## src/assert_macros.svh

```systemverilog
`ifndef ASSERT_MACROS_SVH
`define ASSERT_MACROS_SVH

// Checks that sleep while rst is high
`define CHECK_ALWAYS(name, prop, msg) \
  name: assert property (@(posedge clk) disable iff (rst) (prop)) else $error(msg);

// Checks that also hold across reset
`define CHECK_FROM_RESET(name, prop, msg) \
  name: assert property (@(posedge clk) (prop)) else $error(msg);

`endif

```

## src/fms_pkg.sv

```systemverilog
`timescale 1ns / 1ps
package fms_pkg;

  localparam int SET_COUNT   = 7;
  localparam int CFG_COUNT   = 6;
  localparam int POINT_W     = 16;
  localparam int SET_W       = 3;
  localparam int MEMB_W      = 16;
  localparam int QUO_W       = 16;
  localparam int QUEUE_DEPTH = 4;
  localparam int QPTR_W      = $clog2(QUEUE_DEPTH);

  // 1.0 in Q1.15
  localparam logic [MEMB_W-1:0] ONE_Q15 = 16'h8000;

  typedef logic signed [POINT_W-1:0] point_t;
  typedef logic [SET_W-1:0]          set_idx_t;
  typedef logic [MEMB_W-1:0]         memb_t;

  // Configuration register indexes
  typedef enum logic [2:0] {
    CFG_NEG_A = 3'd0,
    CFG_NEG_B = 3'd1,
    CFG_NEG_C = 3'd2,
    CFG_POS_A = 3'd3,
    CFG_POS_B = 3'd4,
    CFG_POS_C = 3'd5
  } cfg_index_t;

  // Breakpoint reset values
  localparam point_t RESET_NEG_A = -16'sd768;
  localparam point_t RESET_NEG_B = -16'sd512;
  localparam point_t RESET_NEG_C = -16'sd256;
  localparam point_t RESET_POS_A = 16'sd256;
  localparam point_t RESET_POS_B = 16'sd512;
  localparam point_t RESET_POS_C = 16'sd768;

  // Sorted breakpoints after reset, zero point included
  localparam point_t SORTED_RESET [SET_COUNT] = '{
    -16'sd768, -16'sd512, -16'sd256, 16'sd0, 16'sd256, 16'sd512, 16'sd768
  };

  // Classified sample: set ranks plus offset into the gap and gap width
  typedef struct packed {
    set_idx_t          lower_set;
    set_idx_t          upper_set;
    logic              single_hit;
    logic [POINT_W-1:0] n;
    logic [POINT_W-1:0] d;
  } front_item_t;

  // Side data that rides along with the divider lanes
  typedef struct packed {
    set_idx_t lower_set;
    set_idx_t upper_set;
    logic     single_hit;
    logic     curve_high;
  } back_meta_t;

endpackage

```

## src/fms_queue.sv

```systemverilog
`timescale 1ns / 1ps
module fms_queue (
  input  logic                 clk,
  input  logic                 rst,
  input  logic                 push,
  input  fms_pkg::front_item_t push_item,
  input  logic                 pop,
  output fms_pkg::front_item_t head,
  output logic                 full,
  output logic                 empty
);
  import fms_pkg::*;

  front_item_t          entries [QUEUE_DEPTH];
  logic [QPTR_W-1:0]    wr_ptr, rd_ptr;
  logic [QPTR_W:0]      count;
  logic                 do_push, do_pop;

  assign full    = count == (QPTR_W + 1)'(QUEUE_DEPTH);
  assign empty   = count == '0;
  assign do_push = push && !full;
  assign do_pop  = pop && !empty;
  assign head    = entries[rd_ptr];

  // Pointers and fill count
  always_ff @(posedge clk) begin
    if (rst) begin
      wr_ptr <= '0;
      rd_ptr <= '0;
      count  <= '0;
    end else begin
      if (do_push) wr_ptr <= wr_ptr + 1'b1;
      if (do_pop)  rd_ptr <= rd_ptr + 1'b1;
      unique case ({do_push, do_pop})
        2'b10:   count <= count + 1'b1;
        2'b01:   count <= count - 1'b1;
        default: count <= count;
      endcase
    end
  end

  // Entry storage
  always_ff @(posedge clk) begin
    if (do_push) entries[wr_ptr] <= push_item;
  end

endmodule

```

## config.mk

```make
export PLATFORM = sky130hd
export DESIGN_NAME = fms_queue
export DESIGN_NICKNAME = d
export VERILOG_FILES = /design/src/assert_macros.svh /design/src/fms_pkg.sv /design/src/fms_queue.sv
export SDC_FILE = /design/constraint.sdc
export NUM_CORES = 1
export LEC_CHECK = 0
export BUFFER_PORTS_ARGS = -buffer_cell sky130_fd_sc_hd__buf_2
export CORE_MARGIN = 2
export CORE_UTILIZATION = 35
export DETAILED_ROUTE_END_ITERATION = 8
export SLEW_MARGIN = 40
export SYNTH_ARGS = -nofsm -noshare
export SYNTH_HDL_FRONTEND = slang
export SYNTH_SLANG_ARGS = --single-unit
```

## constraint.sdc

```tcl
create_clock -name clk -period 5.5 [get_ports clk]
set_input_delay 0 -clock clk [delete_from_list [all_inputs] [get_ports clk]]
set_output_delay 0 -clock clk [all_outputs]
set_load 0.02 [all_outputs]
```

==> results.txt <==
H-tree Lvls - 4
Final Non-Filler Cells - 631
Core Box Area - 17,180 µm²
Total Wirelength - 11.00 mm
Buffer and inverter count on the worst path - 2
Dpl cells - 558
Fin. Hold Viols - 0
Cts repair resizes - 0
Gp weighted congestion - 0.7471
First-pass GRT wire length - 17.19 mm
YS warnings - 0
Switching Share - 27.94%
Mapped cell area - 6091 µm²
Slowest stage delay, CP - 470 ps
Final setup TNS - 0 ps
Startpoint types - flip-flop
Post-Place Setup Slack - 3110 ps
Multi-input gate area - 1147 µm²
LEAKAGE - 0.002625 µW
Crit path time final - 2444 ps
Worst slew pin tran - 634.3 ps
Sequential Area - 4872 µm²
Cts bufs inserted - 17
Reg clk slew, reported paths - 60 ps
Setup crit end kind - flip-flop
Slowest-stage cell, CP - nor3b_1
Drt drc - 0
Die footprint - 18,470 µm²
IO Port Bufs - 83
Required @ worst endpoint - 5850 ps
Initial Util - 35.46%
GR Util All Layers - 12.85%
Clk pwr share - 30.3%
Levels on crit path - 9
Top delay family on crit path - simple AND/OR/NAND/NOR gates
Post-synth cell types - 24
CP arrival - 2800 ps
Worst reg2reg path depth - 9
Outcome - completed
Worst setup margin - 3056 ps
Crit-path cells - nor3b_1 -> nor2_2 -> inv_1 -> ha_1 -> inv_1 -> fa_1 -> xor2_1 -> or3_1 -> a21oi_1
Deepest clock path buffer count - 2
Maximum clock frequency - 0.4091 GHz
Hold Path Class - in -> reg
Setup violators final - 0
Clock Skew - 11.40 ps
Num rows - 48
Initial antenna violation count - 0
Clock latency at the later pin of the worst-skew pair - 420 ps
Synth Register Bits - 165
Register area share after synthesis - 79.87%
Leading area contributor after synthesis - edfxtp_1
Area growth, synth to finish - 27.05%
Crit path top cell by count - inv_1
CTS root buffer - clkbuf_16
Die Wd - 135.9 µm
Routed WL per cell - 17.43 µm
P_sw - 976.6 µW
Ranking of synthesized cells by area - edfxtp_1, mux4_2, dfxtp_1, ha_1, inv_1
Pint - 2518 µW
Worst slew margin - 57.71%
Pin count of the biggest net entering global routing - 40
Mapped Nets - 306
Average cell area after synthesis - 23.70 µm²
Via density - 4.621
Starting DRT DRC Count - 142
Share of layout cells above drive strength 1 - 38.18%
Vias in the first global route - 3,192
Critical path class - reg -> reg
RSZ-0062 raised after global routing - no
Io pins - 84
Fill count - 1,504
Slew Viols, Final - 0
Worst vdd ir - 0.0002028 V
Min-Delay Path Depth - 4
Die H - 135.9 µm
MaxCap Viol Count - 0
Clk sink count - 165
Power per Cell Area - 451.6 nW/µm²
Comb pwr share - 24.4%
Fin util - 45.05%
TritonCTS clock tree - built
Part of the power in registers - 45.4%
Routed Antenna Nets - 0
Post-Syn Instances - 257
Critical path peak fanout - 6
Hold buffer count at cts - 42
DP HPWL - 6.490 mm
Total gr overflow - 0
Synth top area share - 76.91%
Period utilization - 44.44%
ANT cells - 0
Vias - 2,916
Pre-antenna DRT Iters - 4
Fin nets - 443
Setup bufs post-CTS - 0
## Yosys cell counts
master and n:
dfxtp_1 9, nand2_1 1, buf_6 2, nor2_2 1, buf_2 2, and2_1 4, nor2_1 5, clkbuf_1 2
ha_1 5, edfxtp_1 156, a21oi_1 4, mux4_2 39, buf_4 2, mux2i_1 1, fa_1 1, or3_1 3
xor2_1 3, nor3_1 1, o21ai_0 3, inv_1 8, nand2b_1 2, o31ai_1 1, nor3b_1 1, buf_1 1
## logic make-up (layout without fill, tap and decap cells)
group | Yosys count | after routing | share of synthesized area, %
AO/OA/AOI/OAI | 8 | 8 | 0.6984
XOR/XNOR | 3 | 3 | 0.4315
adder cells (fa/ha/maj) | 6 | 6 | 1.356
buffers and inverters | 17 | 166 | 1.458
flip-flops | 165 | 165 | 79.87
multiplexers | 40 | 40 | 14.59
AND/OR/NAND/NOR | 18 | 18 | 1.602
## through the flow
stage / total power [µW] / instance area, µm² / hold slack (ps)
3_5_place_dp: 2466 / 6794 / 217.2
6_report: 3495 / 7739 / 31.88
3_3_place_gp: 2414 / 6739 / 210.6
4_1_cts: 3550 / 7739 / 3.777
2_1_floorplan: 2177 / 6091 / 98.87
5_1_grt: 3658 / 7739 / 39.65
## registers in the layout (all words and copies together) (netlist names), named ones only
signal,count
count,3
rd_ptr,2
wr_ptr,2
entries,156
## cell type report
cell class | count | share of cell area [%]
sequential | 165 | 62.96
multi-input combinational | 75 | 14.83
timing repair buffer | 127 | 11.41
clock buffer | 21 | 5.691
tap | 225 | 3.638
clock inverter | 10 | 1.083
inverter | 8 | 0.3880
## final timing paths
path | startpoint | slack [ps] | end
max | count[2] | 3060 | count[2]
min | push | 30 | wr_ptr[1]
max reg2reg | count[2] | 3060 | count[2]
min reg2reg | rd_ptr[1] | 510 | flip-flop
## worst register-to-register path, stage by stage (launching register included)
cell     delay, ps
dfxtp_1        400
nor3b_1        470
nor2_2         160
inv_1          100
ha_1           190
inv_1           60
fa_1           380
xor2_1         170
or3_1          320
a21oi_1        140
## routing by layer
layer | wire length, µm | global-route usage, %
met5 | 0 | 0
met4 | 163 | 5.671
met3 | 488 | 4.027
met2 | 5406 | 20.79
met1 | 4942 | 15.96
## power groups by stage
stage | combinational [µW] | clock (µW) | sequential (µW)
after floorplan | 621 | 0 | 1560
after global placement | 740 | 0 | 1670
after detailed placement | 849 | 0 | 1620
after CTS | 877 | 1080 | 1590
after global routing | 925 | 1130 | 1600
final | 852 | 1060 | 1590
## placed cells by master (no fill, tap or decap)
| cell type | instances |
|---|---|
| nor2_1 | 5 |
| nand2_1 | 1 |
| clkbuf_1 | 4 |
| a21oi_1 | 4 |
| nand2b_1 | 2 |
| clkinv_2 | 2 |
| nor3b_1 | 1 |
| dlygate4sd3_1 | 42 |
| mux2i_1 | 1 |
| dfxtp_1 | 7 |
| o21ai_0 | 3 |
| inv_6 | 1 |
| dfxtp_4 | 2 |
| clkbuf_16 | 17 |
| xor2_1 | 3 |
| bufinv_16 | 1 |
| buf_2 | 83 |
| nor3_1 | 1 |
| buf_16 | 1 |
| clkinvlp_4 | 2 |
| clkinv_1 | 3 |
| mux4_2 | 39 |
| o31ai_1 | 1 |
| nor2_2 | 1 |
| fa_1 | 1 |
| or3_1 | 3 |
| edfxtp_1 | 156 |
| and2_4 | 4 |
| ha_1 | 5 |
| clkinv_4 | 1 |
| buf_12 | 1 |
| inv_1 | 8 |
Note: power is estimated with default switching activity, not from simulation.
