### config.mk
export PLATFORM = sky130hd
export DESIGN_NAME = fms_front
export DESIGN_NICKNAME = d
export VERILOG_FILES = /design/src/assert_macros.svh /design/src/fms_pkg.sv /design/src/fms_front.sv
export SDC_FILE = /design/constraint.sdc
export NUM_CORES = 2
export LEC_CHECK = 0
export ABC_AREA = 1
export BUFFER_PORTS_ARGS = -buffer_cell sky130_fd_sc_hd__buf_2
export CAP_MARGIN = 5
export CELL_PAD_IN_SITES_DETAIL_PLACEMENT = 0
export CELL_PAD_IN_SITES_GLOBAL_PLACEMENT = 1
export CORE_AREA = 4 4 317 194
export DETAILED_ROUTE_END_ITERATION = 10
export DIE_AREA = 0 0 321 198
export GPL_ROUTABILITY_DRIVEN = 0
export PLACE_DENSITY_LB_ADDON = 0.1
export SLEW_MARGIN = 20
export SYNTH_ARGS = -nofsm -noshare
export SYNTH_HDL_FRONTEND = slang
export SYNTH_SLANG_ARGS = --single-unit
### constraint.sdc
create_clock -name clk -period 5.66 [get_ports clk]
set_input_delay 1.132 -clock clk [delete_from_list [all_inputs] [get_ports clk]]
set_output_delay 1.132 -clock clk [all_outputs]
set_load 0.02 [all_outputs]
### src/assert_macros.svh
`ifndef ASSERT_MACROS_SVH
`define ASSERT_MACROS_SVH

// Checks that sleep while rst is high
`define CHECK_ALWAYS(name, prop, msg) \
  name: assert property (@(posedge clk) disable iff (rst) (prop)) else $error(msg);

// Checks that also hold across reset
`define CHECK_FROM_RESET(name, prop, msg) \
  name: assert property (@(posedge clk) (prop)) else $error(msg);

`endif

### src/fms_pkg.sv
`timescale 1ns / 1ps
package fms_pkg;

  localparam int SET_COUNT   = 7;
  localparam int CFG_COUNT   = 6;
  localparam int POINT_W     = 16;
  localparam int SET_W       = 3;
  localparam int MEMB_W      = 16;
  localparam int QUO_W       = 16;
  localparam int QUEUE_DEPTH = 4;
  localparam int QPTR_W      = $clog2(QUEUE_DEPTH);

  // 1.0 in Q1.15
  localparam logic [MEMB_W-1:0] ONE_Q15 = 16'h8000;

  typedef logic signed [POINT_W-1:0] point_t;
  typedef logic [SET_W-1:0]          set_idx_t;
  typedef logic [MEMB_W-1:0]         memb_t;

  // Configuration register indexes
  typedef enum logic [2:0] {
    CFG_NEG_A = 3'd0,
    CFG_NEG_B = 3'd1,
    CFG_NEG_C = 3'd2,
    CFG_POS_A = 3'd3,
    CFG_POS_B = 3'd4,
    CFG_POS_C = 3'd5
  } cfg_index_t;

  // Breakpoint reset values
  localparam point_t RESET_NEG_A = -16'sd768;
  localparam point_t RESET_NEG_B = -16'sd512;
  localparam point_t RESET_NEG_C = -16'sd256;
  localparam point_t RESET_POS_A = 16'sd256;
  localparam point_t RESET_POS_B = 16'sd512;
  localparam point_t RESET_POS_C = 16'sd768;

  // Sorted breakpoints after reset, zero point included
  localparam point_t SORTED_RESET [SET_COUNT] = '{
    -16'sd768, -16'sd512, -16'sd256, 16'sd0, 16'sd256, 16'sd512, 16'sd768
  };

  // Classified sample: set ranks plus offset into the gap and gap width
  typedef struct packed {
    set_idx_t          lower_set;
    set_idx_t          upper_set;
    logic              single_hit;
    logic [POINT_W-1:0] n;
    logic [POINT_W-1:0] d;
  } front_item_t;

  // Side data that rides along with the divider lanes
  typedef struct packed {
    set_idx_t lower_set;
    set_idx_t upper_set;
    logic     single_hit;
    logic     curve_high;
  } back_meta_t;

endpackage

### src/fms_front.sv
`timescale 1ns / 1ps
module fms_front (
  input  logic                     clk,
  input  logic                     rst,
  input  logic                     cfg_we,
  input  logic [2:0]               cfg_index,
  input  logic [15:0]              cfg_data,
  input  logic                     in_valid,
  output logic                     in_ready,
  input  logic [15:0]              in_sample,
  input  logic                     q_full,
  output logic                     push,
  output fms_pkg::front_item_t     item
);
  import fms_pkg::*;

  point_t neg_point_a, neg_point_b, neg_point_c;
  point_t pos_point_a, pos_point_b, pos_point_c;
  point_t pts [SET_COUNT];
  set_idx_t rank [SET_COUNT];
  point_t sorted [SET_COUNT];
  point_t sorted_next [SET_COUNT];

  logic   s1_valid;
  point_t s1_sample;
  logic   s2_valid;
  point_t s2_sample;
  set_idx_t s2_cnt;
  logic   s2_eq;

  logic   en1, en2;
  logic [SET_COUNT-1:0] lt, eq;
  set_idx_t cnt;
  set_idx_t lo_idx, hi_idx;
  logic signed [POINT_W:0] n_wide, d_wide;

  // Breakpoint registers
  always_ff @(posedge clk) begin
    if (rst) begin
      neg_point_a <= RESET_NEG_A;
      neg_point_b <= RESET_NEG_B;
      neg_point_c <= RESET_NEG_C;
      pos_point_a <= RESET_POS_A;
      pos_point_b <= RESET_POS_B;
      pos_point_c <= RESET_POS_C;
    end else if (cfg_we) begin
      unique case (cfg_index)
        CFG_NEG_A: neg_point_a <= cfg_data;
        CFG_NEG_B: neg_point_b <= cfg_data;
        CFG_NEG_C: neg_point_c <= cfg_data;
        CFG_POS_A: pos_point_a <= cfg_data;
        CFG_POS_B: pos_point_b <= cfg_data;
        CFG_POS_C: pos_point_c <= cfg_data;
        default: ;
      endcase
    end
  end

  // Rank sort of the seven points; ties keep list order
  always_comb begin
    pts[0] = neg_point_a;
    pts[1] = neg_point_b;
    pts[2] = neg_point_c;
    pts[3] = pos_point_a;
    pts[4] = pos_point_b;
    pts[5] = pos_point_c;
    pts[6] = '0;
    for (int i = 0; i < SET_COUNT; i++) begin
      rank[i] = '0;
      for (int j = 0; j < SET_COUNT; j++) begin
        if (pts[j] < pts[i] || (j < i && pts[j] == pts[i])) begin
          rank[i] = rank[i] + 3'd1;
        end
      end
    end
    for (int r = 0; r < SET_COUNT; r++) begin
      sorted_next[r] = pts[0];
      for (int i = 0; i < SET_COUNT; i++) begin
        if (rank[i] == SET_W'(r)) begin
          sorted_next[r] = pts[i];
        end
      end
    end
  end

  // Sorted copy, registered from the breakpoints; it follows a write in the next cycle
  always_ff @(posedge clk) begin
    if (rst) begin
      sorted <= SORTED_RESET;
    end else begin
      sorted <= sorted_next;
    end
  end

  // Stall chain: input register, compare stage, then queue
  assign en2      = !s2_valid || !q_full;
  assign en1      = !s1_valid || en2;
  assign in_ready = en1;
  assign push     = s2_valid && !q_full;

  // Compare sample against every sorted point
  always_comb begin
    cnt = '0;
    for (int i = 0; i < SET_COUNT; i++) begin
      lt[i] = sorted[i] < s1_sample;
      eq[i] = sorted[i] == s1_sample;
      cnt   = cnt + SET_W'(lt[i]);
    end
  end

  always_ff @(posedge clk) begin
    if (rst) begin
      s1_valid <= 1'b0;
      s2_valid <= 1'b0;
    end else begin
      if (en1) s1_valid <= in_valid;
      if (en2) s2_valid <= s1_valid;
    end
  end

  always_ff @(posedge clk) begin
    if (en1 && in_valid) s1_sample <= in_sample;
    if (en2) begin
      s2_sample <= s1_sample;
      s2_cnt    <= cnt;
      s2_eq     <= |eq;
    end
  end

  // Classify: single hit or the gap between two neighbors
  always_comb begin
    hi_idx = (s2_cnt == SET_W'(SET_COUNT)) ? SET_W'(SET_COUNT - 1) : s2_cnt;
    lo_idx = (s2_cnt == '0) ? '0 : s2_cnt - 3'd1;
    n_wide = {s2_sample[POINT_W-1], s2_sample} - {sorted[lo_idx][POINT_W-1], sorted[lo_idx]};
    d_wide = {sorted[hi_idx][POINT_W-1], sorted[hi_idx]}
           - {sorted[lo_idx][POINT_W-1], sorted[lo_idx]};
    item.n = n_wide[POINT_W-1:0];
    item.d = d_wide[POINT_W-1:0];
    priority if (s2_eq) begin
      item.lower_set  = s2_cnt;
      item.upper_set  = s2_cnt;
      item.single_hit = 1'b1;
    end else if (s2_cnt == SET_W'(SET_COUNT) || s2_cnt == '0) begin
      item.lower_set  = hi_idx;
      item.upper_set  = hi_idx;
      item.single_hit = 1'b1;
    end else begin
      item.lower_set  = lo_idx;
      item.upper_set  = s2_cnt;
      item.single_hit = 1'b0;
    end
  end

endmodule

==> impl_metrics.json <==
{
  "final_max_slew_viol_count": 0,
  "path_clk_slew_ns": 0.06,
  "post-route-drc-count": 0,
  "fp.dieW_um": 321,
  "vias": 32210,
  "grt_pass1_wl_mm": 187.4,
  "synth-seq-cells": 246,
  "synth_area_um2": 27370,
  "relSlewSlack_pct": 16.27,
  "nNetsFinal": 4856,
  "cts-root-buf": "clkbuf_16",
  "dp_hpwl_mm": 101.6,
  "cp_max_fo": 7,
  "wirelength_mm": 131.0,
  "cts_sinks": 246,
  "crit_type": "flop to primary output",
  "fin_setup_tns_ns": 0,
  "hold_path.class": "flop to flop",
  "status": "complete, no violations",
  "routedWlPerCell_um": 25.19,
  "crit_family": "simple AND/OR/NAND/NOR gates",
  "track_usage_pct": 39.38,
  "yosysSeqAreaShare_pct": 19.31,
  "syn_nets": 4598,
  "power_per_cell_area_nw_per_um2": 676.4,
  "synth_ff_type": "dfxtp_1",
  "dp.cells": 5094,
  "fmax_ghz": 0.1802,
  "synth_cell_types": 67,
  "p_leak_nw": 15.48,
  "antenna_found_initial": 0,
  "numPortBuffers": 80,
  "drt_iter0_drc": 4797,
  "worst_setup_path_end_kind": "primary output",
  "stdcell_count": 5200,
  "multiInputGateArea_um2": 20060,
  "avgSynthCellArea_um2": 6.611,
  "synth_warnings": 0,
  "htreeDepth": 1,
  "ant_nets": 0,
  "grt_overflow": 0,
  "cts_buffer_depth": 3,
  "diodes": 0,
  "rsz0062_at_grt": "true",
  "initial_core_util_pct": 46.62,
  "grt_max_degree": 70,
  "cts_tree": "built",
  "ioPinCount": 81,
  "max_stage_delay_ns": 0.42,
  "drv_cap": 0,
  "clock_skew_ns": 0.02069,
  "postSynth.asyncResetShare_pct": 0,
  "cts_buffers": 28,
  "grt_pass1_vias": 27970,
  "startpoint_type": "flop",
  "core_area_um2": 58710,
  "arrival_ns": 4.42,
  "cp.buffers_inverters": 5,
  "synth_edf_count": 36,
  "cpMaxStageDelayCell": "edfxtp_1",
  "finalHoldViolCount": 0,
  "clk_latency_ns": 0.61,
  "final.min_clock_period_ns": 5.549,
  "seqCellArea_um2": 5306,
  "yosysTopAreaCell": "ha_1",
  "rows": 69,
  "vias_per_cell": 6.194,
  "synth.top_cell.area_share_pct": 18.83,
  "drive_gt1_share_pct": 16.70,
  "drt-pass1-iter-count": 9,
  "worst_pin_slew_ns": 1.245,
  "worstPathRequired_ns": 4.53,
  "synth_area_leaders": "ha_1 (19%), dfxtp_1 (15%), nand2_1 (12%)",
  "nFillCells": 5762,
  "ctsHoldBuffers": 0,
  "synth_cells": 4140,
  "syn2layout_area_growth_pct": 18.95,
  "die_y_um": 198,
  "die-area_um2": 63560,
  "ir_drop_mv": 0.8786,
  "setup_viol": 0,
  "finalCritPeriodShare_pct": 98.04
}
[where the power goes]
group / total, W / internal (W) / leakage (nW) / switching, W
combinational: 0.0173 / 0.00631 / 12.9 / 0.0110
clock: 0.00212 / 0.00122 / 0.497 / 0.000903
sequential: 0.00257 / 0.00217 / 2.10 / 0.000403
[final timing paths]
check                      end  depth (start not counted)  slack [ns]      startpoint
hold / removal    s2_sample[2]                          0        0.45    s1_sample[2]
hold reg to reg   s2_sample[2]                          0        0.45    s1_sample[2]
setup reg to reg    sorted[96]                         23        0.26  neg_point_b[8]
setup / recovery      item[15]                         27        0.11       s2_cnt[1]
[metrics by stage]
stage | utilization, % | power [W] | area (um2) | setup slack [ns] | hold WS (ns)
6_report | 55.46 | 0.02202 | 32560 | 0.1108 | 0.4512
5_1_grt | 55.46 | 0.02349 | 32560 | -0.09742 | 0.4613
4_1_cts | 53.55 | 0.01988 | 31440 | -0.01461 | 0.4470
3_5_place_dp | 51.69 | 0.01761 | 30350 | 0.02877 | 0.4318
3_3_place_gp | 51.69 | 0.01755 | 30350 | 0.1602 | 0.4322
2_1_floorplan | - | 0.01257 | 27370 | 0.4971 | 0.4246
[layer usage]
metal	GRT usage (%)	wire, um	up-vias
met1	60.05	58540	14850
met3	17.35	23560	235
met2	49.17	45590	2189
met4	8.686	3241	2
met5	0.7407	62	-
li1	-	-	14930
[sequential cells by signal, indices dropped and copies added (netlist names)]
name,count
s1_valid,1
s1_sample,16
s2_eq,1
pos_point_b,16
s2_cnt,3
pos_point_c,16
neg_point_a,16
s2_sample,16
s2_valid,1
pos_point_a,16
sorted,112
neg_point_b,16
neg_point_c,16
[synthesized netlist by cell type (6+ instances only)]
library cell / n
nor2_2: 6
ha_1: 412
a21o_1: 10
nand3b_1: 9
xnor2_1: 10
xor2_1: 36
nor2_1: 173
inv_1: 336
o21ai_0: 362
a31oi_1: 6
o211ai_1: 38
buf_2: 79
or2_2: 7
buf_4: 8
a21boi_0: 11
nand2_1: 879
edfxtp_1: 36
fa_1: 6
nand2_2: 22
a211oi_1: 9
nand4_1: 171
a21oi_1: 459
nand3_1: 440
clkbuf_1: 98
o221ai_1: 16
nor4_1: 22
clkinv_1: 46
dfxtp_1: 210
a21oi_2: 10
inv_2: 39
o21ai_1: 34
nand3_2: 39
nor3_1: 17
o21a_1: 13
[cell usage in the layout (no fill, tap or decap), types with 42 or more instances in the layout]
cell type,count
a21oi_1,452
buf_2,76
buf_4,296
dfxtp_1,193
ha_1,401
inv_1,329
inv_2,42
nand2_1,854
nand2_2,44
nand3_1,433
nand3_2,43
nand4_1,171
nor2_1,170
o21ai_0,334
o21ai_1,49
[worst register-to-register path: stages (launching register included)]
cell and delay, ns:
dfxtp_1 0.43, nor4_2 0.51, nand4_1 0.26, nand2_1 0.39, ha_1 0.34, or2_2 0.31
nand2_2 0.09, inv_1 0.05, ha_1 0.28, nand2_1 0.09, nand2_1 0.06, ha_1 0.27
nor2_1 0.04, a31oi_1 0.20, ha_1 0.18, nand2_1 0.06, xor2_1 0.18, xor2_1 0.36
inv_1 0.15, nand2_1 0.28, nand2_1 0.10, inv_1 0.32, o21ai_0 0.15, a21oi_1 0.21
[cell type report]
type                    instances  area share (%)
multi-input cells            3275           61.63
flip-flops and latches        246           16.30
repair buffers                422           10.85
inverters                     423           5.035
well taps                     781           3.002
clock buffers                  33           2.402
clock inverters                18          0.7417
repair inverters                2         0.04228
[logic make-up after synthesis]
kind of cell	Yosys count	share of synthesized area, %
simple gates	1812	30.80
compound gates	994	19.63
buf+inv	619	9.175
fa+ha+maj	418	19.27
flops	246	19.31
xor+xnor	51	1.815
[repair_timing]
item                       CTS  global route
setup endpoints to repair    9           120
resized for setup           18           189
setup buffers                3            45
cloned                       0             7
pin swaps                    1            38
Power figures use the tool's default switching activity.
